$ cat config.mk
export PLATFORM = sky130hd
export DESIGN_NAME = fre_queue
export DESIGN_NICKNAME = d
export VERILOG_FILES = /design/src/sv/framebuffer_rect_engine_assert.svh /design/src/sv/fre_pkg.sv /design/src/sv/fre_queue.sv
export SDC_FILE = /design/constraint.sdc
export NUM_CORES = 1
export LEC_CHECK = 0
export CAP_MARGIN = 20
export CORE_AREA = 3 3 40 42
export DETAILED_ROUTE_END_ITERATION = 12
export DIE_AREA = 0 0 43 45
export DONT_BUFFER_PORTS = 1
export PLACE_DENSITY = 0.33
export SLEW_MARGIN = 25
export SYNTH_ARGS = -nofsm -noshare
export SYNTH_HDL_FRONTEND = slang
export SYNTH_SLANG_ARGS = --single-unit
$ cat constraint.sdc
create_clock -name clk -period 1.3 [get_ports clk]
set_input_delay 0.195 -clock clk [delete_from_list [all_inputs] [get_ports clk]]
set_output_delay 0.195 -clock clk [all_outputs]
set_load 0.02 [all_outputs]
$ cat src/sv/framebuffer_rect_engine_assert.svh
// Assertion macros shared by the rectangle engine RTL.
`ifndef FRAMEBUFFER_RECT_ENGINE_ASSERT_SVH
`define FRAMEBUFFER_RECT_ENGINE_ASSERT_SVH

// Same-cycle implication, disabled while reset is held.
`define FRE_ASSERT_IMP(name, ck, rstn, ante, cons) \
  name: assert property (@(posedge ck) disable iff (!rstn) (ante) |-> (cons)) \
    else $error("rect engine assertion failed");

// Next-cycle implication, disabled while reset is held.
`define FRE_ASSERT_NXT(name, ck, rstn, ante, cons) \
  name: assert property (@(posedge ck) disable iff (!rstn) (ante) |=> (cons)) \
    else $error("rect engine assertion failed");

`endif

$ cat src/sv/fre_pkg.sv
// Types and constants shared by the rectangle engine modules.
package fre_pkg;

  localparam int COORD_W = 8;
  localparam int DIM_W   = 9;
  localparam int PIX_W   = 24;
  localparam int IDX_W   = 20;
  localparam int CFG_IDX_W = 2;

  localparam logic [PIX_W-1:0] RESET_PIXEL = 24'hBABABA;

  localparam logic [CFG_IDX_W-1:0] CFG_FRAME_WIDTH  = 2'd0;
  localparam logic [CFG_IDX_W-1:0] CFG_FRAME_HEIGHT = 2'd1;
  localparam logic [CFG_IDX_W-1:0] CFG_BIG_ENDIAN   = 2'd2;

  typedef enum logic [2:0] {
    CMD_SET   = 3'd0,
    CMD_WRITE = 3'd1,
    CMD_READ  = 3'd2,
    CMD_FILL  = 3'd3,
    CMD_CROP  = 3'd4
  } cmd_t;

  typedef enum logic [2:0] {
    OP_NONE,
    OP_WRITE,
    OP_READ,
    OP_FILL,
    OP_CROP
  } op_t;

  typedef enum logic [1:0] {
    ST_OK       = 2'd0,
    ST_BAD_RECT = 2'd1,
    ST_PAST_END = 2'd2
  } status_t;

  typedef struct packed {
    op_t              op;
    logic [IDX_W-1:0] idx;
    logic [PIX_W-1:0] pix;
    logic [DIM_W-1:0] w;
    logic [DIM_W-1:0] h;
    logic [DIM_W-1:0] fw;
    status_t          status;
    logic             black;
    logic             written;
  } desc_t;

  typedef struct packed {
    logic [7:0] red;
    logic [7:0] green;
    logic [7:0] blue;
    status_t    status;
    logic       black;
    logic       written;
  } res_t;

endpackage

$ cat src/sv/fre_queue.sv
// Two-entry queue used between the engine stages and at the result side.
module fre_queue #(
  parameter type T = logic
) (
  input  logic clk,
  input  logic rst_n,
  input  logic push,
  input  T     wdata,
  output logic full,
  input  logic pop,
  output T     rdata,
  output logic empty
);
  import fre_pkg::*;

  T           mem_r [2];
  logic       wr_ptr_r, wr_ptr_nxt;
  logic       rd_ptr_r, rd_ptr_nxt;
  logic [1:0] count_r, count_nxt;
  logic       do_push, do_pop;

  assign full    = (count_r == 2'd2);
  assign empty   = (count_r == 2'd0);
  assign do_push = push && !full;
  assign do_pop  = pop && !empty;
  assign rdata   = mem_r[rd_ptr_r];

  always_comb begin
    wr_ptr_nxt = do_push ? !wr_ptr_r : wr_ptr_r;
    rd_ptr_nxt = do_pop ? !rd_ptr_r : rd_ptr_r;
    count_nxt  = count_r;
    if (do_push && !do_pop) begin
      count_nxt = count_r + 2'd1;
    end else if (do_pop && !do_push) begin
      count_nxt = count_r - 2'd1;
    end
  end

  always_ff @(posedge clk) begin
    if (!rst_n) begin
      wr_ptr_r <= 1'b0;
      rd_ptr_r <= 1'b0;
      count_r  <= 2'd0;
    end else begin
      wr_ptr_r <= wr_ptr_nxt;
      rd_ptr_r <= rd_ptr_nxt;
      count_r  <= count_nxt;
    end
  end

  always_ff @(posedge clk) begin
    if (do_push) begin
      mem_r[wr_ptr_r] <= wdata;
    end
  end

endmodule

After elaboration in Yosys (flattened, before gate mapping) --
Memory sizes are Yosys's and may differ from the RTL's. A register that Yosys moved wholly into a read port is not among the register bits. Cells that the tools add are included.
Storage, ports and cells: input port bits 5, output and inout port bits 3, memory bits (writable) 2, memories kept 1, register bits after elaboration 4, logic and storage cells 25
Memories:
- mem_r | depth 2, bits a word 1, rd ports 1, clocked after memory_dff 1, wr ports 1, RTL line fre_queue.sv:16 | T mem_r [2];
Operators by class: multiplexer cells 6, equality and inequality tests 1, reduce and logical (&&, ||, !) cells 12, $add $sub $neg 2
Operator list (number):
- 1-bit logical NOT | 6
- 1-bit logical AND | 4
- 1-bit two-way mux | 4
- 2-bit two-way mux | 2
- 2-bit by 1-bit adder with 2-bit output, second input constant | 1
- 2-bit equality test, second input constant | 1
- 2-bit logical NOT | 1
- 2-bit nonzero test | 1
- 2-bit by 1-bit subtractor with 2-bit output, second input constant | 1

Depth between registers and ports, before layout --
Gate-level depths: netlist of the first run.
depth after elaboration 7, gate-level depth with buffers 7, mapped depth without buffers 7

Least setup slack after synthesis of the first run --
No wires, ideal clock.
path type reg-to-reg, start register count_r[0], end register count_r[1], library setup time 0.070 ns, data arrival time 1.462 ns, required time 1.230 ns, cell stages (with the launch flop) 7, path buffers 0, period minus slack after synthesis 1.532 ns, path slack -0.232 ns, path through dfxtp_1 nand2b_1 inv_2 nor2_1 ha_1 or3_1 a21boi_1
Between the ends: cells in the longest elaborated chain, start to end 6, elaborated cells between the ends (all ways) 15, those cells by class add/sub (2); eq/ne (1); mux (2); reduce/logical (10)
Ends and longest elaborated chain:
- from (decl) | RTL line fre_queue.sv:19 | logic [1:0] count_r, count_nxt;
- from (signal assigned) | RTL line fre_queue.sv:47 | count_r <= count_nxt;
- 2-bit equality test * | RTL line fre_queue.sv:22 | assign full = (count_r == 2'd2);
- named net full | RTL line fre_queue.sv:9 | output logic full,
- 1-bit logical NOT * | RTL line fre_queue.sv:24 | assign do_push = push && !full;
- 1-bit logical AND * | RTL line fre_queue.sv:24
- named net do_push | RTL line fre_queue.sv:20 | logic do_push, do_pop;
- 1-bit logical NOT | RTL line fre_queue.sv:34 | end else if (do_pop && !do_push) begin
- 1-bit logical AND | RTL line fre_queue.sv:34
- 2-bit nonzero test (no line)
Mark *: on every way through the listed nets, which the timed path passes. The rest lies on a longest branch. The select of a mux whose other input is x is not followed. A chain may end at the register's enable or synchronous reset.

Worst setup path after layout of the first run --
start register count_r[0], end register count_r[1]
Between the ends: cells in the longest elaborated chain, start to end 6, elaborated cells between the ends (all ways) 15, those cells by class add/sub (2); eq/ne (1); mux (2); reduce/logical (10)
Ends and longest elaborated chain (RTL line):
- 2-bit equality test * | fre_queue.sv:22
- 1-bit logical NOT * | fre_queue.sv:24
- 1-bit logical AND * | fre_queue.sv:24
- named net do_push | fre_queue.sv:20
- 1-bit logical NOT | fre_queue.sv:34
- 1-bit logical AND | fre_queue.sv:34
- 2-bit nonzero test (no line)
Marks and branches as above.

==> flow_summary.ini, run 1 <==
[logic_synthesis]
ys_seq_elements = 7
synth_area_leaders = dfxtp_1, edfxtp_1, and2_1
synth.top_cell.area_share_pct = 32.79
yosysMostFrequentCell = dfxtp_1
synthFlopType = dfxtp_1
syn_inst = 28
synth_edf_count = 2
synthArstFlopShare_pct = 0
synth_nets = 34
synth.avg_cell_area_um2 = 10.90
yosys.cell_types.count = 19
syn_area_um2 = 305.3
seq_area_frac_synth_pct = 52.46
yosysWarningCount = 0
synthTopCellsByCount = dfxtp_1, and2_1, edfxtp_1, nor2_1, xnor2_1
yosysTopAreaCell = dfxtp_1

[placement]
place.gp.congestion = 0.7465
port_buffers = 0
dp_hpwl_um = 443.9
placedCellCount = 49

[sta]
hold_viol = 0
holdWs_ns = 0.03861
fmax_mhz = 728.1
maxSlewViolCount = 0
clock-skew-final_ns = 0.0006708
fin_crit_sh_pct = 105.7
fin_ws_ns = -0.07347
period_needed_ns = 1.373
worst_pin_slew_ns = 0.2429
setup_viol = 1
rsz0062_at_grt = yes
slew_headroom_pct = 83.79

[drt]
drtAntennaViolNets = 0
wl_per_cell_um = 10.52
drt-initial-drc-count = 1
drt-pass1-iter-count = 2
vias_per_cell = 3.944
wirelength_um = 568
vias = 213
drc_errors = 0

[final_layout]
fillers = 128
instances_no_fill = 54
final_layout_size_suffix_gt1_share_pct = 51.28
syn_to_final_growth_pct = 43.03
antenna_cells = 0
finalNetCount = 46

[global_route]
grt_pass1_wl_um = 869
antenna_found_initial = 0
grt_use_total_pct = 7.286
grt_max_degree = 6
grt_pass1_vias = 197
grt-ovfl-total = 0

[power]
power_density_nw_per_um2 = 2405
leakage_nw = 0.1796
peakVddDrop_mv = 0.7372

[hold_path]
min_to = mem_r[0]$_DFFE_PP_
hold_path.class = primary input to flip-flop
holdPathStages = 0
holdCritStartpoint = wdata

[worst_setup_path]
crit_arrival_ns = 1.55
r2r_end = count_r[1]$_SDFFE_PN0P_
required_ns = 1.48
r2r_setup_slack_ns = -0.07
r2r-start = count_r[0]$_SDFFE_PN0P_
worstPathMaxFanout = 3
reg2regPathDepth = 7
end_kind = flip-flop
crit_type = flip-flop to flip-flop
cp-start-kind = flip-flop

[cts]
root_buffer = clkbuf_4
ctsHtreeMaxLevel = 1
clock_sinks = 7
clockBufferDepth = 2
cts_tree = yes
cts_buffers = 3
clock_latency_ns = 0.25
path_clk_slew_ns = 0.05

[die]
die_x_um = 43
core-area_um2 = 1285
die-area_um2 = 1935
io_pins = 8
die_y_um = 45
floorplan.initialDensity_pct = 23.76
rows = 13

[outcome]
status = finished, violations left
violations = setup timing

[run]
maxCapViolCount = 0
## kinds of logic after synthesis
logic type | Yosys count | synth area share [%]
AND/OR/NAND/NOR | 9 | 18.04
adder cells (fa/ha/maj) | 1 | 4.098
multiplexers | 1 | 3.688
XOR/XNOR | 3 | 8.608
buffers and inverters | 2 | 2.457
flip-flops | 7 | 52.46
AO/OA/AOI/OAI | 5 | 10.66
## per-layer routing
metal | track usage, % | vias up | part of all wire, %
met5 | 0 | - | 0
met4 | 7.229 | 0 | 1.8
met3 | 6.375 | 2 | 7.7
met2 | 8.982 | 5 | 47
met1 | 7.108 | 90 | 43
li1 | - | 116 | -
## through the flow
stage / worst slack (ns) / power (mW) / instance area (um2) / utilization (%) / setup TNS (ns)
2_1_floorplan: -0.1083 / 0.6461 / 319.1 / - / -0.1083
3_3_place_gp: -0.08056 / 0.7936 / 382.9 / 29.80 / -0.08056
3_5_place_dp: -0.09656 / 0.8004 / 382.9 / 29.80 / -0.09656
4_1_cts: -0.09672 / 1.043 / 422.9 / 32.91 / -0.09672
5_1_grt: -0.1629 / 1.136 / 436.7 / 33.98 / -0.1629
6_report: -0.07347 / 1.050 / 436.7 / 33.98 / -0.07347
## worst max-delay path by stage
| stage | start | end | slack [ns] | cells after the start |
|---|---|---|---|---|
| floorplan | count_r[0]$_SDFFE_PN0P_ | count_r[1]$_SDFFE_PN0P_ | -0.11 | 7 |
| global placement | count_r[1]$_SDFFE_PN0P_ | count_r[1]$_SDFFE_PN0P_ | -0.08 | 5 |
| detailed placement | count_r[0]$_SDFFE_PN0P_ | count_r[1]$_SDFFE_PN0P_ | -0.1 | 6 |
| CTS | count_r[0]$_SDFFE_PN0P_ | count_r[1]$_SDFFE_PN0P_ | -0.1 | 7 |
| global route | count_r[0]$_SDFFE_PN0P_ | count_r[1]$_SDFFE_PN0P_ | -0.16 | 7 |
| finish | count_r[0]$_SDFFE_PN0P_ | count_r[1]$_SDFFE_PN0P_ | -0.07 | 7 |
## worst max-delay path, stage by stage, from the launching register on
cell and delay (ns):
dfxtp_2 0.33, nand2b_4 0.15, inv_4 0.05, nor2_2 0.04, ha_4 0.15, xor2_1 0.14, or3_1 0.34, a21boi_1 0.11
## power by group
group	internal [mW]	switching [mW]	total [mW]
Combinational	0.278	0.229	0.508
Clock	0.117	0.0784	0.195
Sequential	0.299	0.0484	0.347
Total	0.695	0.356	1.05
## cell usage in the layout (no fill, tap or decap)
master    instances
inv_1             1
clkbuf_1          1
dfxtp_1           3
xor2_1            1
buf_4             7
and2_1            3
clkbuf_4          3
dfxtp_2           2
o21a_1            1
nor3_2            1
nor2_2            2
edfxtp_1          2
and3_1            1
o21ai_0           1
a21boi_0          1
or3_1             1
o21ai_2           1
mux2_2            1
a21boi_1          1
ha_4              1
inv_4             1
xnor2_1           2
nand2b_4          1
## area by class of cell
class / instances / area (um2) / share of cell area, %
clock buffers: 4 / 26.28 / 6.017
inverters: 2 / 10.01 / 2.292
multi-input cells: 19 / 166.4 / 38.11
flip-flops and latches: 7 / 162.7 / 37.25
well taps: 15 / 18.77 / 4.298
repair buffers: 7 / 52.55 / 12.03
## what timing repair did
| item | 4_1_cts | 5_1_grt |
|---|---|---|
| endpoints found under the setup margin | 1 | 2 |
| gates resized for setup | 3 | 2 |
| hold buffers | 0 | 0 |
| pin swaps | 1 | 0 |
| setup buffers | 1 | 0 |
No activity file was read; power rests on OpenSTA's default activity.
==> run 2: changes to the inputs <==
--- a/config.mk
+++ b/config.mk
@@ -10,7 +10,7 @@
 export DETAILED_ROUTE_END_ITERATION = 12
 export DIE_AREA = 0 0 43 45
 export DONT_BUFFER_PORTS = 1
-export PLACE_DENSITY = 0.33
+export PLACE_DENSITY_LB_ADDON = 0.1
 export SLEW_MARGIN = 25
 export SYNTH_ARGS = -nofsm -noshare
 export SYNTH_HDL_FRONTEND = slang
==> run 2 against run 1 <==
Compared with the run above:
- the flow still finishes with violations (setup timing)
- non-clock buffer count decreased by 2
- clock power about the same
- cell count decreased by 3.7%
- sequential power decreased by 2%
- fmax decreased by 1.1%
- worst hold slack improved by 0.00089 ns
- cell area decreased by 7.4%
- first-iteration DRC count decreased by 100%
- via count increased by 0.94%
- routed wire length decreased by 3.5%
- register-to-register slack got worse by 0.02 ns
- utilization decreased by 2.5 points
==> flow_summary.ini, run 2 (synthesis gave the netlist of run 1 again) <==
[die]
core-area_um2 = 1285
die_x_um = 43
die_y_um = 45
floorplan.initialDensity_pct = 23.76
rows = 13
die-area_um2 = 1935
io_pins = 8

[global_route]
grt_max_degree = 6
antenna_found_initial = 0
grt_pass1_vias = 232
grt-ovfl-total = 0
grt_pass1_wl_um = 938
grt_use_total_pct = 7.119

[placement]
dpl_worst_slack_ns = -0.09560
port_buffers = 0
dp_hpwl_um = 441
placedCellCount = 48
place.gp.congestion = 0.7221

[final_layout]
antenna_cells = 0
final_common_cell = buf_4
final_layout_size_suffix_gt1_share_pct = 40.54
finalNetCount = 44
fillers = 142
final_cell_mix = buf_4, dfxtp_1, and2_1, clkbuf_4
syn_to_final_growth_pct = 32.38
instances_no_fill = 52

[outcome]
violations = setup timing
status = finished, violations left

[cts]
ctsHtreeMaxLevel = 1
root_buffer = clkbuf_4
cts_tree = yes
clockBufferDepth = 2
clock_latency_ns = 0.25
path_clk_slew_ns = 0.05
cts_buffers = 3
clock_sinks = 7

[sta]
fin_ws_ns = -0.08906
clock-skew-final_ns = 0.001069
setup_viol = 1
tns_ns = -0.08906
fmax_mhz = 719.9
worst_pin_slew_ns = 0.3755
hold_viol = 0
rsz0062_at_grt = yes
fin_crit_sh_pct = 106.9
slew_headroom_pct = 74.87
period_needed_ns = 1.389
maxSlewViolCount = 0

[drt]
vias = 215
drtAntennaViolNets = 0
drc_errors = 0
drt-initial-drc-count = 0
wirelength_um = 548
vias_per_cell = 4.135
drt-pass1-iter-count = 1
wl_per_cell_um = 10.54

[hold_path]
min_to = mem_r[1]$_DFFE_PP_
hold_path.class = primary input to flip-flop
holdPathStages = 0
holdCritStartpoint = wdata

[power]
peakVddDrop_mv = 0.8916
leakage_nw = 0.1658
power_density_nw_per_um2 = 2408
power_mw = 0.9730

[worst_setup_path]
crit_type = flip-flop to flip-flop
end_kind = flip-flop
required_ns = 1.48
worstPathMaxFanout = 4
reg2regPathDepth = 7
r2r_setup_slack_ns = -0.09
crit_arrival_ns = 1.57
r2r_end = count_r[1]$_SDFFE_PN0P_
cp-start-kind = flip-flop
r2r-start = count_r[0]$_SDFFE_PN0P_

[run]
maxCapViolCount = 0
[run 2: per-layer routing]
| metal | track usage [%] | up-vias | wire (um) |
|---|---|---|---|
| met4 | 3.614 | 0 | 5 |
| met3 | 6.375 | 2 | 55 |
| met2 | 11.08 | 6 | 303 |
| met1 | 6.373 | 95 | 183 |
| li1 | - | 112 | - |
| met5 | 0 | - | 0 |
[run 2: power breakdown]
group | internal [mW] | leakage (nW) | switching, mW
combinational | 0.229 | 0.0906 | 0.208
sequential | 0.296 | 0.0603 | 0.0446
clock | 0.117 | 0.0150 | 0.0784
total | 0.642 | 0.166 | 0.331
[run 2: cell type report]
cell class	count	area [um2]	area share, %
Clock buffer	4	26.28	6.502
Inverter	2	10.01	2.477
Multi-Input combinational cell	19	150.1	37.15
Sequential cell	7	161.4	39.94
Tap cell	15	18.77	4.644
Timing Repair Buffer	5	37.54	9.288
[run 2: critical path, stage by stage (launching register included)]
cell,delay [ns]
dfxtp_2,0.33
nand2b_4,0.15
inv_4,0.05
nor2_2,0.03
ha_2,0.16
xor2_1,0.14
or3_1,0.34
a21boi_1,0.12
[run 2: worst max path at each step]
stage,startpoint,endpoint,slack (ns)
after floorplan,count_r[0]$_SDFFE_PN0P_,count_r[1]$_SDFFE_PN0P_,-0.11
after global placement,count_r[0]$_SDFFE_PN0P_,count_r[1]$_SDFFE_PN0P_,-0.09
after detailed placement,count_r[0]$_SDFFE_PN0P_,count_r[1]$_SDFFE_PN0P_,-0.1
after CTS,count_r[0]$_SDFFE_PN0P_,count_r[1]$_SDFFE_PN0P_,-0.11
after global routing,count_r[1]$_SDFFE_PN0P_,count_r[1]$_SDFFE_PN0P_,-0.17
final,count_r[0]$_SDFFE_PN0P_,count_r[1]$_SDFFE_PN0P_,-0.09
[run 2: what timing repair did]
action,4_1_cts,5_1_grt
resized for setup,1,0
setup buffers,0,0
cloned,0,0
endpoints found under the setup margin,1,2
hold buffers,0,0
[run 2: stage by stage]
stage / hold slack, ns / util (%) / area (um2)
3_3_place_gp: 0.2940 / 29.21 / 375.4
2_1_floorplan: 0.2939 / - / 319.1
5_1_grt: 0.02438 / 31.45 / 404.1
4_1_cts: 0.03261 / 31.45 / 404.1
6_report: 0.03950 / 31.45 / 404.1
3_5_place_dp: 0.2940 / 29.21 / 375.4
