--- src/sv/framebuffer_rect_engine_assert.svh ---
// Assertion macros shared by the rectangle engine RTL.
`ifndef FRAMEBUFFER_RECT_ENGINE_ASSERT_SVH
`define FRAMEBUFFER_RECT_ENGINE_ASSERT_SVH

// Same-cycle implication, disabled while reset is held.
`define FRE_ASSERT_IMP(name, ck, rstn, ante, cons) \
  name: assert property (@(posedge ck) disable iff (!rstn) (ante) |-> (cons)) \
    else $error("rect engine assertion failed");

// Next-cycle implication, disabled while reset is held.
`define FRE_ASSERT_NXT(name, ck, rstn, ante, cons) \
  name: assert property (@(posedge ck) disable iff (!rstn) (ante) |=> (cons)) \
    else $error("rect engine assertion failed");

`endif

--- src/sv/fre_pkg.sv ---
// Types and constants shared by the rectangle engine modules.
package fre_pkg;

  localparam int COORD_W = 8;
  localparam int DIM_W   = 9;
  localparam int PIX_W   = 24;
  localparam int IDX_W   = 20;
  localparam int CFG_IDX_W = 2;

  localparam logic [PIX_W-1:0] RESET_PIXEL = 24'hBABABA;

  localparam logic [CFG_IDX_W-1:0] CFG_FRAME_WIDTH  = 2'd0;
  localparam logic [CFG_IDX_W-1:0] CFG_FRAME_HEIGHT = 2'd1;
  localparam logic [CFG_IDX_W-1:0] CFG_BIG_ENDIAN   = 2'd2;

  typedef enum logic [2:0] {
    CMD_SET   = 3'd0,
    CMD_WRITE = 3'd1,
    CMD_READ  = 3'd2,
    CMD_FILL  = 3'd3,
    CMD_CROP  = 3'd4
  } cmd_t;

  typedef enum logic [2:0] {
    OP_NONE,
    OP_WRITE,
    OP_READ,
    OP_FILL,
    OP_CROP
  } op_t;

  typedef enum logic [1:0] {
    ST_OK       = 2'd0,
    ST_BAD_RECT = 2'd1,
    ST_PAST_END = 2'd2
  } status_t;

  typedef struct packed {
    op_t              op;
    logic [IDX_W-1:0] idx;
    logic [PIX_W-1:0] pix;
    logic [DIM_W-1:0] w;
    logic [DIM_W-1:0] h;
    logic [DIM_W-1:0] fw;
    status_t          status;
    logic             black;
    logic             written;
  } desc_t;

  typedef struct packed {
    logic [7:0] red;
    logic [7:0] green;
    logic [7:0] blue;
    status_t    status;
    logic       black;
    logic       written;
  } res_t;

endpackage

--- src/sv/fre_front.sv ---
// Front stage: configuration, rectangle checks, cursor, flags and address setup.
module fre_front #(
  parameter int MAX_DIM      = 256,
  parameter int STORE_PIXELS = 65536
) (
  input  logic                         clk,
  input  logic                         rst_n,
  input  logic                         cfg_we,
  input  logic [fre_pkg::CFG_IDX_W-1:0] cfg_index,
  input  logic [fre_pkg::DIM_W-1:0]    cfg_wdata,
  input  logic                         accept,
  input  logic [2:0]                   cmd,
  input  logic [fre_pkg::COORD_W-1:0]  rect_x,
  input  logic [fre_pkg::COORD_W-1:0]  rect_y,
  input  logic [fre_pkg::DIM_W-1:0]    rect_w,
  input  logic [fre_pkg::DIM_W-1:0]    rect_h,
  input  logic [31:0]                  packed_pixel,
  input  logic [7:0]                   red,
  input  logic [7:0]                   green,
  input  logic [7:0]                   blue,
  output fre_pkg::desc_t               desc
);
  import fre_pkg::*;

  logic [DIM_W-1:0]   fw_r, fh_r;
  logic               be_r;
  logic [COORD_W-1:0] cx_r, cx_nxt, cy_r, cy_nxt;
  logic [DIM_W-1:0]   cw_r, cw_nxt, ch_r, ch_nxt;
  logic [DIM_W-1:0]   col_r, col_nxt, row_r, row_nxt;
  logic               black_r, black_nxt, written_r, written_nxt;

  logic [17:0] area;
  logic        frame_ok, in_ok, cur_ok, cursor_cmd;
  logic [9:0]  mul_a, add_c;
  logic [18:0] prod;
  logic [PIX_W-1:0] fill_pix;
  logic [DIM_W-1:0] col_inc;

  function automatic logic fits(input logic [COORD_W-1:0] x, input logic [COORD_W-1:0] y,
                                input logic [DIM_W-1:0] w, input logic [DIM_W-1:0] h,
                                input logic [DIM_W-1:0] fw, input logic [DIM_W-1:0] fh);
    logic ok;
    ok = (w != '0) && (h != '0) && ((10'(x) + 10'(w)) <= 10'(fw)) &&
         ((10'(y) + 10'(h)) <= 10'(fh));
    return ok;
  endfunction

  always_comb begin
    area     = 18'(fw_r) * 18'(fh_r);
    frame_ok = (fw_r != '0) && (fh_r != '0) && (int'(fw_r) <= MAX_DIM) &&
               (int'(fh_r) <= MAX_DIM) && ({14'd0, area} <= 32'(STORE_PIXELS));
    in_ok    = frame_ok && fits(rect_x, rect_y, rect_w, rect_h, fw_r, fh_r);
    cur_ok   = frame_ok && fits(cx_r, cy_r, cw_r, ch_r, fw_r, fh_r);
    cursor_cmd = (cmd == CMD_WRITE) || (cmd == CMD_READ);
    mul_a    = cursor_cmd ? (10'(cy_r) + 10'(row_r)) : 10'(rect_y);
    add_c    = cursor_cmd ? (10'(cx_r) + 10'(col_r)) : 10'(rect_x);
    prod     = 19'(mul_a) * 19'(fw_r);
    if (be_r) begin
      fill_pix = {packed_pixel[31:24], packed_pixel[23:16], packed_pixel[15:8]};
    end else begin
      fill_pix = {packed_pixel[7:0], packed_pixel[15:8], packed_pixel[23:16]};
    end
    col_inc = col_r + 9'd1;
  end

  always_comb begin
    cx_nxt = cx_r;  cy_nxt = cy_r;  cw_nxt = cw_r;  ch_nxt = ch_r;
    col_nxt = col_r;  row_nxt = row_r;
    black_nxt = black_r;  written_nxt = written_r;
    desc.op     = OP_NONE;
    desc.idx    = IDX_W'(prod) + IDX_W'(add_c);
    desc.pix    = fill_pix;
    desc.w      = rect_w;
    desc.h      = rect_h;
    desc.fw     = fw_r;
    desc.status = ST_OK;
    case (cmd)
      CMD_SET: begin
        if (in_ok) begin
          cx_nxt = rect_x;  cy_nxt = rect_y;  cw_nxt = rect_w;  ch_nxt = rect_h;
          col_nxt = '0;  row_nxt = '0;
        end else begin
          desc.status = ST_BAD_RECT;
        end
      end
      CMD_WRITE, CMD_READ: begin
        if (!cur_ok) begin
          desc.status = ST_BAD_RECT;
        end else if (row_r >= ch_r) begin
          desc.status = ST_PAST_END;
        end else begin
          if (col_inc >= cw_r) begin
            col_nxt = '0;
            row_nxt = row_r + 9'd1;
          end else begin
            col_nxt = col_inc;
          end
          if (cmd == CMD_WRITE) begin
            desc.op     = OP_WRITE;
            desc.pix    = {red, green, blue};
            written_nxt = 1'b1;
            if ((red | green | blue) != 8'd0) begin
              black_nxt = 1'b0;
            end
          end else begin
            desc.op = OP_READ;
          end
        end
      end
      CMD_FILL: begin
        if (!in_ok) begin
          desc.status = ST_BAD_RECT;
        end else begin
          desc.op     = OP_FILL;
          written_nxt = 1'b1;
          if (fill_pix != '0) begin
            black_nxt = 1'b0;
          end
        end
      end
      CMD_CROP: begin
        if (!in_ok) begin
          desc.status = ST_BAD_RECT;
        end else if (!(rect_x == '0 && rect_y == '0 && rect_w == fw_r)) begin
          desc.op = OP_CROP;
        end
      end
      default: begin
      end
    endcase
    desc.black   = black_nxt;
    desc.written = written_nxt;
  end

  always_ff @(posedge clk) begin
    if (!rst_n) begin
      fw_r <= 9'd256;  fh_r <= 9'd256;  be_r <= 1'b0;
      cx_r <= '0;  cy_r <= '0;  cw_r <= 9'd1;  ch_r <= 9'd1;
      col_r <= '0;  row_r <= '0;
      black_r <= 1'b1;  written_r <= 1'b0;
    end else begin
      if (cfg_we) begin
        case (cfg_index)
          CFG_FRAME_WIDTH:  fw_r <= cfg_wdata;
          CFG_FRAME_HEIGHT: fh_r <= cfg_wdata;
          CFG_BIG_ENDIAN:   be_r <= cfg_wdata[0];
          default: begin
          end
        endcase
      end
      if (accept) begin
        cx_r <= cx_nxt;  cy_r <= cy_nxt;  cw_r <= cw_nxt;  ch_r <= ch_nxt;
        col_r <= col_nxt;  row_r <= row_nxt;
        black_r <= black_nxt;  written_r <= written_nxt;
      end
    end
  end

endmodule

--- config.mk ---
export PLATFORM = sky130hd
export DESIGN_NAME = fre_front
export DESIGN_NICKNAME = d
export VERILOG_FILES = /design/src/sv/framebuffer_rect_engine_assert.svh /design/src/sv/fre_pkg.sv /design/src/sv/fre_front.sv
export SDC_FILE = /design/constraint.sdc
export NUM_CORES = 1
export LEC_CHECK = 0
export CORE_MARGIN = 2
export CORE_UTILIZATION = 40
export DETAILED_ROUTE_END_ITERATION = 16
export DONT_BUFFER_PORTS = 1
export PLACE_DENSITY = 0.59
export SLEW_MARGIN = 5
export SYNTH_ARGS = -nofsm -noshare
export SYNTH_HDL_FRONTEND = slang
export SYNTH_SLANG_ARGS = --single-unit
--- constraint.sdc ---
create_clock -name clk -period 8.77 [get_ports clk]
set_clock_uncertainty 0.1 [all_clocks]
set_input_delay 0.877 -clock clk [delete_from_list [all_inputs] [get_ports clk]]
set_output_delay 0.877 -clock clk [all_outputs]
set_load 0.01 [all_outputs]
== Word level (Yosys, flattened, before mapping) ==
Index checks and enable logic that the tools add are counted.
Word-level totals
  register bits: 73
  output and inout bits: 78
  bits of input ports: 108
  word-level logic and storage cells: 119
Operators by class
  add/sub/neg operators: 9
  magnitude comparators: 9
  mux-type cells: 39
  equal/unequal tests: 11
  bitwise gates (word level): 2
  reductions and logical operators: 36
  multipliers: 2
Operators with widths (number)
  24-bit two-way mux: 5
  9-bit two-way mux: 7
  8-bit by 9-bit adder with 10-bit output: 6
  9-bit nonzero test: 6
  10-bit by 9-bit less-or-equal comparator with 1-bit output: 4
  9-bit case mux with 2 select lines: 2
  24-bit nonzero test: 1
  19-bit by 10-bit adder with 20-bit output: 1
  10-bit two-way mux: 2
  10-bit by 9-bit multiplier with 19-bit output: 1
  9-bit by 1-bit adder with 9-bit output (second input constant): 2
  9-bit >= comparator: 2
  18-bit by 17-bit less-or-equal comparator with 1-bit output (second input constant): 1
  9-bit less-or-equal comparator (second input constant): 2
  9-bit by 9-bit multiplier with 18-bit output: 1
  8-bit logical NOT: 2
  8-bit OR: 2
  1-bit logical AND: 14
  2-bit two-way mux: 6
  1-bit two-way mux: 11
  9-bit equality test: 1
  3-bit case mux with 3 select lines: 1
  2-bit inequality test (second input constant): 4
  8-bit nonzero test: 1
  other kinds (18): 23

== Logic depth before layout (Yosys ltp) ==
Gate-level depths: netlist of run 1.
  depth after elaboration: 8
  depth in mapped cells: 29
  depth with buffers taken out: 29

== Worst setup path after synthesis of run 1 ==
Ideal clock, no wire load.
  path kind: reg2out
  start: register row_r[0]
  end: output desc[74] (netlist name)
  setup slack: 1.129 ns
  arrival: 6.664 ns
  required time: 7.793 ns
  buffers on the path: 0
  cell stages (with the launch flop): 26
  cell sequence: dfxtp_1 -> ha_1 -> inv_1 -> fa_1 -> nor2b_1 -> o21ai_0 -> a21oi_1 -> o21ai_0 -> and3_1 -> o31ai_1 -> nand2_1 -> fa_1 -> inv_1 -> fa_1 -> inv_1 -> fa_1 -> inv_1 -> fa_1 -> fa_1 -> ha_1 -> o41ai_1 -> o21ai_0 -> o211ai_1 -> nand2_1 -> o41ai_1 -> xnor2_1
RTL lines
  start: declaration: RTL line fre_front.sv:29  | logic [DIM_W-1:0] col_r, col_nxt, row_r, row_nxt;
  start signal: assignment: RTL line fre_front.sv:153  | col_r <= col_nxt; row_r <= row_nxt;
  end: declaration: RTL line fre_front.sv:21  | output fre_pkg::desc_t desc

==> out/qor.yml, run 1 <==
grt:
  grt_overflow_total: 0
  grt_max_degree: 58
  antenna_found_initial: 2
  grt_pass1_wl_mm: 66.6
  track_usage: 0.242
  grt_pass1_vias: 12000
synthesis:
  syn_inst: 1665
  syn_area_per_cell_um2: 8.12
  synth_top_area_share: 0.184
  yosysWarnings: 0
  synth-adder-area-share: 0.362
  synth_top_flop_cell: "dfxtp_1"
  yosys-top-cells-area: "ha_1 18%, fa_1 18%, dfxtp_1 11%, inv_1 5.2%, nand2_1 4.4%"
  synthMuxAreaShare: 0.0565
  synth_xor_area_frac: 0.0486
  synth-compound-area-share: 0.158
  async_flop_share: 0
  synthesis.nets: 2092
  yosys.area.top_type: "ha_1"
  ys_seq_area_frac: 0.108
  yosys.area_share.simple: 0.183
  synth_edf_count: 0
  synth.distinct_cells: 65
  ys_seq_elements: 73
  synthesis.area_um2: 13500
  synth_top_family_by_area: "adder cells"
critical_path:
  cp-start-kind: "flip-flop"
  cp_slowest_cell: "fa_1"
  endpoint_kind: "output port"
  crit_path_max_fanout: 9
  cp.required_ps: 7790
  critPathKind: "flip-flop to output port"
  cpPeakStageDelay_ps: 540
  arrival_ps: 7260
  critPathMostFrequentCell: "fa_1"
sta:
  fin_ws_ps: 535
  fmax_ghz: 0.121
  hold_viol: 0
  setup_viol: 0
  report.final.slew_viol_count: 0
  tightest_slew_ps: 1180
  whs_ps: 373
  finalCritPeriodShare: 0.939
  slew_headroom: 0.212
  fin_crit_ps: 8230
floorplan:
  coreArea_um2: 33400
  io_pins: 186
  die_y_um: 188
  start_util: 0.404
  die-width_um: 188
  rows: 67
  dieArea_um2: 35300
clocking:
  htree_num_levels: 3
  cts_root_buf: "clkbuf_16"
  clkTransAtPathRegs_ps: 70
  clk_path_buf_depth: 2
  clk_latency_ps: 360
  ctsHoldBuffers: 0
  numCtsBuffers: 9
  clock_sinks: 73
  cts_tree: "yes"
power:
  p_sw_w: 0.000473
  pwr-share-clk: 0.326
  switching_share: 0.394
  leakage_nw: 6.28
  cell_internal_pwr_w: 0.000726
  irDropWorstVdd_mv: 0.133
  power_density_nw_per_um2: 84.2
  combPwrFrac: 0.386
  p_seq_frac: 0.288
place:
  gp_congestion: 0.985
  dp_hpwl_mm: 34.2
  pre_cts_ws_ps: 528
  port-buffer-count: 0
layout:
  syn_to_final_growth_pct: 5.24
  post-route-util: 0.425
  n_fill_cell: 3372
  final_nets: 2042
  drive_gt1_frac: 0.0760
outcome:
  outcome: "complete, no violations"
routing:
  drtAntennaViolNets: 0
  wl_mm: 42.6
  vias: 11900
  drtPass1Iterations: 5
  drt_iter0_drc: 777
  viasPerCell: 5.74
  post-route-drc-count: 0
  wire_per_inst_um: 20.6
hold_path:
  hp-class: "flip-flop to flip-flop"
flow_run:
  drv_cap: 0
-- synthesized netlist by cell type, drive strengths merged, types with 2 or more instances --
master and instances:
ha 199, inv 188, nand2 160, fa 120
nor2 108, a21oi 105, o21ai 87, dfxtp 73
xnor2 65, nand3 63, clkbuf 54, mux2 50
and2 38, buf 35, a21o 33, nor4 32
nor3 24, a211oi 21, mux2i 20, nand2b 20
o211ai 20, o21bai 17, nand4 16, and3 13
o21a 11, xor2 10, a211o 8, nor2b 7
or2 6, a31oi 5, o31ai 5, o41ai 5
a2111oi 4, and4 4, nor3b 4, o2111ai 4
o22ai 4, or3 4, nand3b 3, or4 3
a21boi 2, clkinv 2
-- stage by stage --
stage,power (W),instances,setup TNS (ps),instance area [µm²]
finish,0.00120,2069,0,14200
global route,0.00127,2069,-9.39,14200
CTS,0.00121,2066,0,14200
detailed placement,0.000809,2051,0,13900
global placement,0.000804,2051,0,13900
floorplan,0.000700,1665,0,13500
-- power by group through the flow --
stage	combinational (W)	clock, W	sequential (W)
2_1_floorplan	0.000354	0	0.000346
4_1_cts	0.000461	0.000399	0.000345
5_1_grt	0.000513	0.000410	0.000346
3_3_place_gp	0.000452	0	0.000353
3_5_place_dp	0.000456	0	0.000353
6_report	0.000463	0.000390	0.000346
-- worst max-delay path: cells and delay by family, from the launching register on --
family	cells	cell delay (ps)
xor gates and xnor gates	1	220
and+or+nand+nor	5	730
AOI/OAI and AO/OA	9	1840
buffers and inverters	5	440
DFF	1	370
adders and majority gates	8	3310
-- kinds of logic after synthesis --
logic type,after synthesis
and+or+nand+nor,510
muxes,70
adders and majority gates,319
DFF,73
xor gates and xnor gates,75
buffers and inverters,279
AOI/OAI and AO/OA,339
-- path summary, 6_finish.rpt --
kind | slack, ps | from | endpoint | cells after the start
hold / removal | 370 | written_r | written_r | 2
setup reg to reg | 1830 | fw_r[2] | col_r[3] | 18
hold reg to reg | 370 | written_r | written_r | 2
setup / recovery | 540 | cy_r[0] | desc[73] | 28
-- area by class of cell --
cell class | count | area (µm²) | share of cell area
inverters | 190 | 713 | 0.0501
well taps | 448 | 561 | 0.0394
clock buffers | 9 | 225 | 0.0158
diodes | 2 | 5.00 | 0.000352
multi-input cells | 1313 | 11000 | 0.772
clock inverters | 6 | 67.6 | 0.00475
repair buffers | 28 | 210 | 0.0148
flip-flops and latches | 73 | 1460 | 0.103
-- layer usage --
layer / track usage / vias up / share of wire
met5: 0 / - / 0.00023
met4: 0.100 / 2 / 0.040
met3: 0.0500 / 86 / 0.067
met2: 0.417 / 419 / 0.48
met1: 0.293 / 5768 / 0.41
li1: - / 5601 / -
-- placed cells by master (no fill, tap or decap), types with 38 or more instances in the layout --
master	synthesis	final
ha_1	199	198
xnor2_1	65	65
inv_1	188	187
mux2_2	48	48
nand2_1	160	160
a21oi_1	103	102
fa_1	120	120
and2_1	38	38
dfxtp_1	73	72
nand3_1	63	62
o21ai_0	80	76
nor2_1	107	106
-- timing repair --
action                                  4_1_cts  5_1_grt
endpoints found under the setup margin        0        6
resized for setup                             0       15
buffers inserted                              0        1
-- flip-flops by register name (all words and copies together), names as in the netlist --
name       flops
ch_r           9
col_r          9
cw_r           9
fh_r           9
fw_r           9
row_r          9
cx_r           8
cy_r           8
be_r           1
black_r        1
written_r      1
Power figures use the tool's default switching activity.
==> run 2: changes to the inputs <==
--- a/config.mk
+++ b/config.mk
@@ -7,9 +7,10 @@
 export LEC_CHECK = 0
 export CORE_MARGIN = 2
 export CORE_UTILIZATION = 40
+export CTS_BUF_LIST = sky130_fd_sc_hd__clkbuf_4
 export DETAILED_ROUTE_END_ITERATION = 16
 export DONT_BUFFER_PORTS = 1
-export PLACE_DENSITY = 0.59
+export PLACE_DENSITY_LB_ADDON = 0.3
 export SLEW_MARGIN = 5
 export SYNTH_ARGS = -nofsm -noshare
 export SYNTH_HDL_FRONTEND = slang
==> out/qor.yml, run 2 (synthesis gave the netlist of run 1 again) <==
critical_path:
  cp_slowest_cell: "fa_1"
  worst-path-buf-inv: 5
  crit_path_max_fanout: 9
  arrival_ps: 7340
  critical-path-top-delay-family: "adder cells"
  cpPeakStageDelay_ps: 540
  cp.required_ps: 7790
  cp-start-kind: "flip-flop"
  critPathKind: "flip-flop to output port"
  endpoint_kind: "output port"
  critPathMostFrequentCell: "fa_1"
  reg2reg_slack_ps: 1640
sta:
  fmax_ghz: 0.120
  setup_viol: 0
  setup_tns_ps: 0
  report.final.slew_viol_count: 0
  finalCritPeriodShare: 0.948
  slew_headroom: 0.290
  hold_viol: 0
  whs_ps: 340
  fin_crit_ps: 8320
  tightest_slew_ps: 1060
power:
  irDropWorstVdd_mv: 0.0955
  leakage_nw: 6.22
  power_density_nw_per_um2: 72.4
grt:
  grt_pass1_wl_mm: 66.2
  grt_pass1_vias: 11900
  track_usage: 0.240
  grt_max_degree: 58
  antenna_found_initial: 1
  grt_overflow_total: 0
flow_run:
  drv_cap: 0
routing:
  drtPass1Iterations: 7
  viasPerCell: 5.73
  post-route-drc-count: 0
  wire_per_inst_um: 20.4
  drtAntennaViolNets: 0
  vias: 11800
  drt_iter0_drc: 843
  wl_mm: 42.1
clocking:
  clk_latency_ps: 500
  numCtsBuffers: 9
  clkTransAtPathRegs_ps: 150
  cts_root_buf: "clkbuf_4"
  clk_path_buf_depth: 2
  clock_sinks: 73
  htree_num_levels: 3
  cts_tree: "yes"
  ctsHoldBuffers: 0
floorplan:
  coreArea_um2: 33400
  dieArea_um2: 35300
  io_pins: 186
  die-width_um: 188
  die_y_um: 188
  start_util: 0.404
  rows: 67
outcome:
  outcome: "complete, no violations"
layout:
  mostFrequentLayoutCells: "199 x ha_1, 187 x inv_1, 160 x nand2_1"
  final_common_cell: "ha_1"
  multi_input_area_um2: 11000
  regArea_um2: 1470
  n_fill_cell: 3414
  drive_gt1_frac: 0.0784
  syn_to_final_growth_pct: 4.20
  final_nets: 2041
hold_path:
  hp-class: "primary input to flip-flop"
place:
  dp_hpwl_mm: 33.8
  gp_congestion: 0.947
  port-buffer-count: 0
==> run 2: changes by cell type in the layout (fill, tap and decap cells not counted), sizes merged <==
| cell | before | now |
|---|---|---|
| diode | 2 | 1 |
| clkinv | 3 | 4 |
| clkinvlp | 2 | 3 |
| bufinv | 1 | 0 |
| buf | 28 | 27 |
==> run 2: where the power goes <==
part	internal (W)	total (W)	switching [W]	leakage [nW]
combinational	0.000171	0.000460	0.000289	5.57
sequential	0.000336	0.000346	0.0000107	0.591
clock	0.0000598	0.000214	0.000154	0.0570
total	0.000566	0.00102	0.000454	6.22
==> run 2: metrics by stage <==
| step | setup WS (ps) | instances | util | cell area [µm²] | power [W] |
|---|---|---|---|---|---|
| after global routing | -6.94 | 2068 | 0.421 | 14100 | 0.00109 |
| after global placement | 503 | 2050 | 0.415 | 13900 | 0.000802 |
| after CTS | 19.3 | 2066 | 0.418 | 14000 | 0.00102 |
| after detailed placement | 413 | 2050 | 0.415 | 13900 | 0.000806 |
| final | 453 | 2068 | 0.421 | 14100 | 0.00102 |
| after floorplan | 1130 | 1665 | - | 13500 | 0.000700 |
==> run 2: path summary, 6_finish.rpt <==
check                  from         to  cells past startpoint
setup / recovery   row_r[0]   desc[73]                     28
hold / removal        rst_n    fh_r[8]                      1
setup reg to reg    fw_r[3]   col_r[7]                     17
hold reg to reg   written_r  written_r                      2
==> run 2: per-layer routing <==
metal / vias up / GRT usage / share of wire
met3: 106 / 0.0474 / 0.070
li1: 5596 / - / -
met2: 460 / 0.415 / 0.48
met5: - / 0 / 0
met4: 0 / 0.0954 / 0.045
met1: 5687 / 0.292 / 0.40
==> run 2: area by class of cell <==
cell class	count	area share
Antenna cell	1	0.000178
Inverter	190	0.0506
Clock buffer	9	0.00480
Tap cell	448	0.0398
Timing Repair Buffer	27	0.0144
Sequential cell	73	0.104
Clock inverter	7	0.00373
Multi-Input combinational cell	1313	0.783
==> run 2: repair_timing <==
item | CTS | global route
pin swaps | 0 | 5
resized for setup | 2 | 21
buffers inserted | 0 | 1
setup endpoints to repair | 3 | 7
==> run 3: changes to the inputs <==
--- a/config.mk
+++ b/config.mk
@@ -7,9 +7,9 @@
 export LEC_CHECK = 0
 export CORE_MARGIN = 2
 export CORE_UTILIZATION = 40
-export CTS_BUF_LIST = sky130_fd_sc_hd__clkbuf_4
 export DETAILED_ROUTE_END_ITERATION = 16
 export DONT_BUFFER_PORTS = 1
+export GPL_TIMING_DRIVEN = 0
 export PLACE_DENSITY_LB_ADDON = 0.3
 export SLEW_MARGIN = 5
 export SYNTH_ARGS = -nofsm -noshare
==> out/qor.yml, run 3 (synthesis gave the netlist of run 1 again) <==
outcome:
  outcome: "complete, no violations"
place:
  gp_congestion: 0.977
  port-buffer-count: 0
  dp_hpwl_mm: 36.2
  pre_cts_ws_ps: -178
layout:
  drive_gt1_frac: 0.0823
  final_nets: 2112
  syn_to_final_growth_pct: 7.88
  mostFrequentLayoutCells: "199 x ha_1, 188 x inv_1, 160 x nand2_1"
  final_common_cell: "ha_1"
routing:
  drtAntennaViolNets: 0
  drt_iter0_drc: 1015
  post-route-drc-count: 0
  drtPass1Iterations: 5
  wl_mm: 43.5
  wire_per_inst_um: 20.3
  vias: 12200
  viasPerCell: 5.70
critical_path:
  cp_slowest_cell: "fa_1"
  arrival_ps: 7420
  crit_path_max_fanout: 6
  critPathMostFrequentCell: "fa_1"
  endpoint_kind: "output port"
  cpPeakStageDelay_ps: 560
  critPathKind: "flip-flop to output port"
  r2r_cells: 19
  cp.required_ps: 7790
  worst-path-buf-inv: 4
  cp-start-kind: "flip-flop"
  critical-path-top-delay-family: "adder cells"
  crit_cells: 28
floorplan:
  die_y_um: 188
  die-width_um: 188
  start_util: 0.404
  rows: 67
  coreArea_um2: 33400
  io_pins: 186
  dieArea_um2: 35300
sta:
  tightest_slew_ps: 1290
  setup_viol: 0
  slew_headroom: 0.137
  fin_crit_ps: 8400
  finalCritPeriodShare: 0.958
  hold_viol: 0
  report.final.slew_viol_count: 0
  fmax_ghz: 0.119
  setup_tns_ps: 0
  fin_ws_ps: 371
clocking:
  clkTransAtPathRegs_ps: 60
  clk_latency_ps: 350
  clk_path_buf_depth: 2
  numCtsBuffers: 9
  cts_root_buf: "clkbuf_16"
  cts_tree: "yes"
  ctsHoldBuffers: 0
  clock_sinks: 73
  htree_num_levels: 3
grt:
  track_usage: 0.243
  grt_max_degree: 13
  grt_pass1_vias: 12000
  grt_pass1_wl_mm: 66.7
  grt_overflow_total: 0
  antenna_found_initial: 0
power:
  irDropWorstVdd_mv: 0.0911
  leakage_nw: 6.45
  power_density_nw_per_um2: 84.7
hold_path:
  holdPathStages: 2
  hp-class: "flip-flop to flip-flop"
flow_run:
  drv_cap: 0
run 3: metrics by stage:
stage               instances  cell area (µm²)  utilization  power [W]  hold WS (ps)
floorplan                1665            13500            -   0.000700           319
global placement         2113            14100        0.421   0.000821           337
detailed placement       2113            14100        0.421   0.000826           339
CTS                      2129            14500        0.432    0.00123           357
global route             2137            14600        0.436    0.00130           395
finish                   2138            14600        0.436    0.00124           360
run 3: worst paths after layout:
path / from / endpoint / slack [ps]
max reg2reg: fw_r[5] / col_r[4] / 1560
max: cy_r[0] / desc[73] / 370
min reg2reg: written_r / written_r / 360
min: written_r / written_r / 360
run 3: area by class of cell:
class	count	area, µm²
clock buffers	10	229
multi-input cells	1313	11000
diodes	1	2.50
fillers	3355	18900
well taps	448	561
inverters	190	713
repair buffers	9	67.6
flip-flops and latches	73	1460
clock inverters	5	81.3
plain buffers	89	433
run 3: what timing repair did:
item                                    CTS  global route
gates resized for setup                  10            23
endpoints found under the setup margin    7            37
setup buffers                             1             8
pin swaps                                 1             7
run 3: where the power goes:
| group | total, W | internal [W] | switching, W | leakage [nW] |
|---|---|---|---|---|
| Combinational | 0.000494 | 0.000181 | 0.000313 | 5.71 |
| Sequential | 0.000341 | 0.000335 | 0.00000573 | 0.590 |
| Clock | 0.000401 | 0.000248 | 0.000153 | 0.149 |
run 3: worst min-delay path, stage by stage (launching register included):
cell and delay [ps]:
dfxtp_1 310, nand2_1 50, o31ai_1 50
run 3: metal layers:
metal	part of all wire	up-vias	global-route usage
li1	-	5761	-
met1	0.41	5841	0.306
met2	0.47	500	0.407
met3	0.083	92	0.0496
met4	0.041	0	0.0996
met5	0	-	0
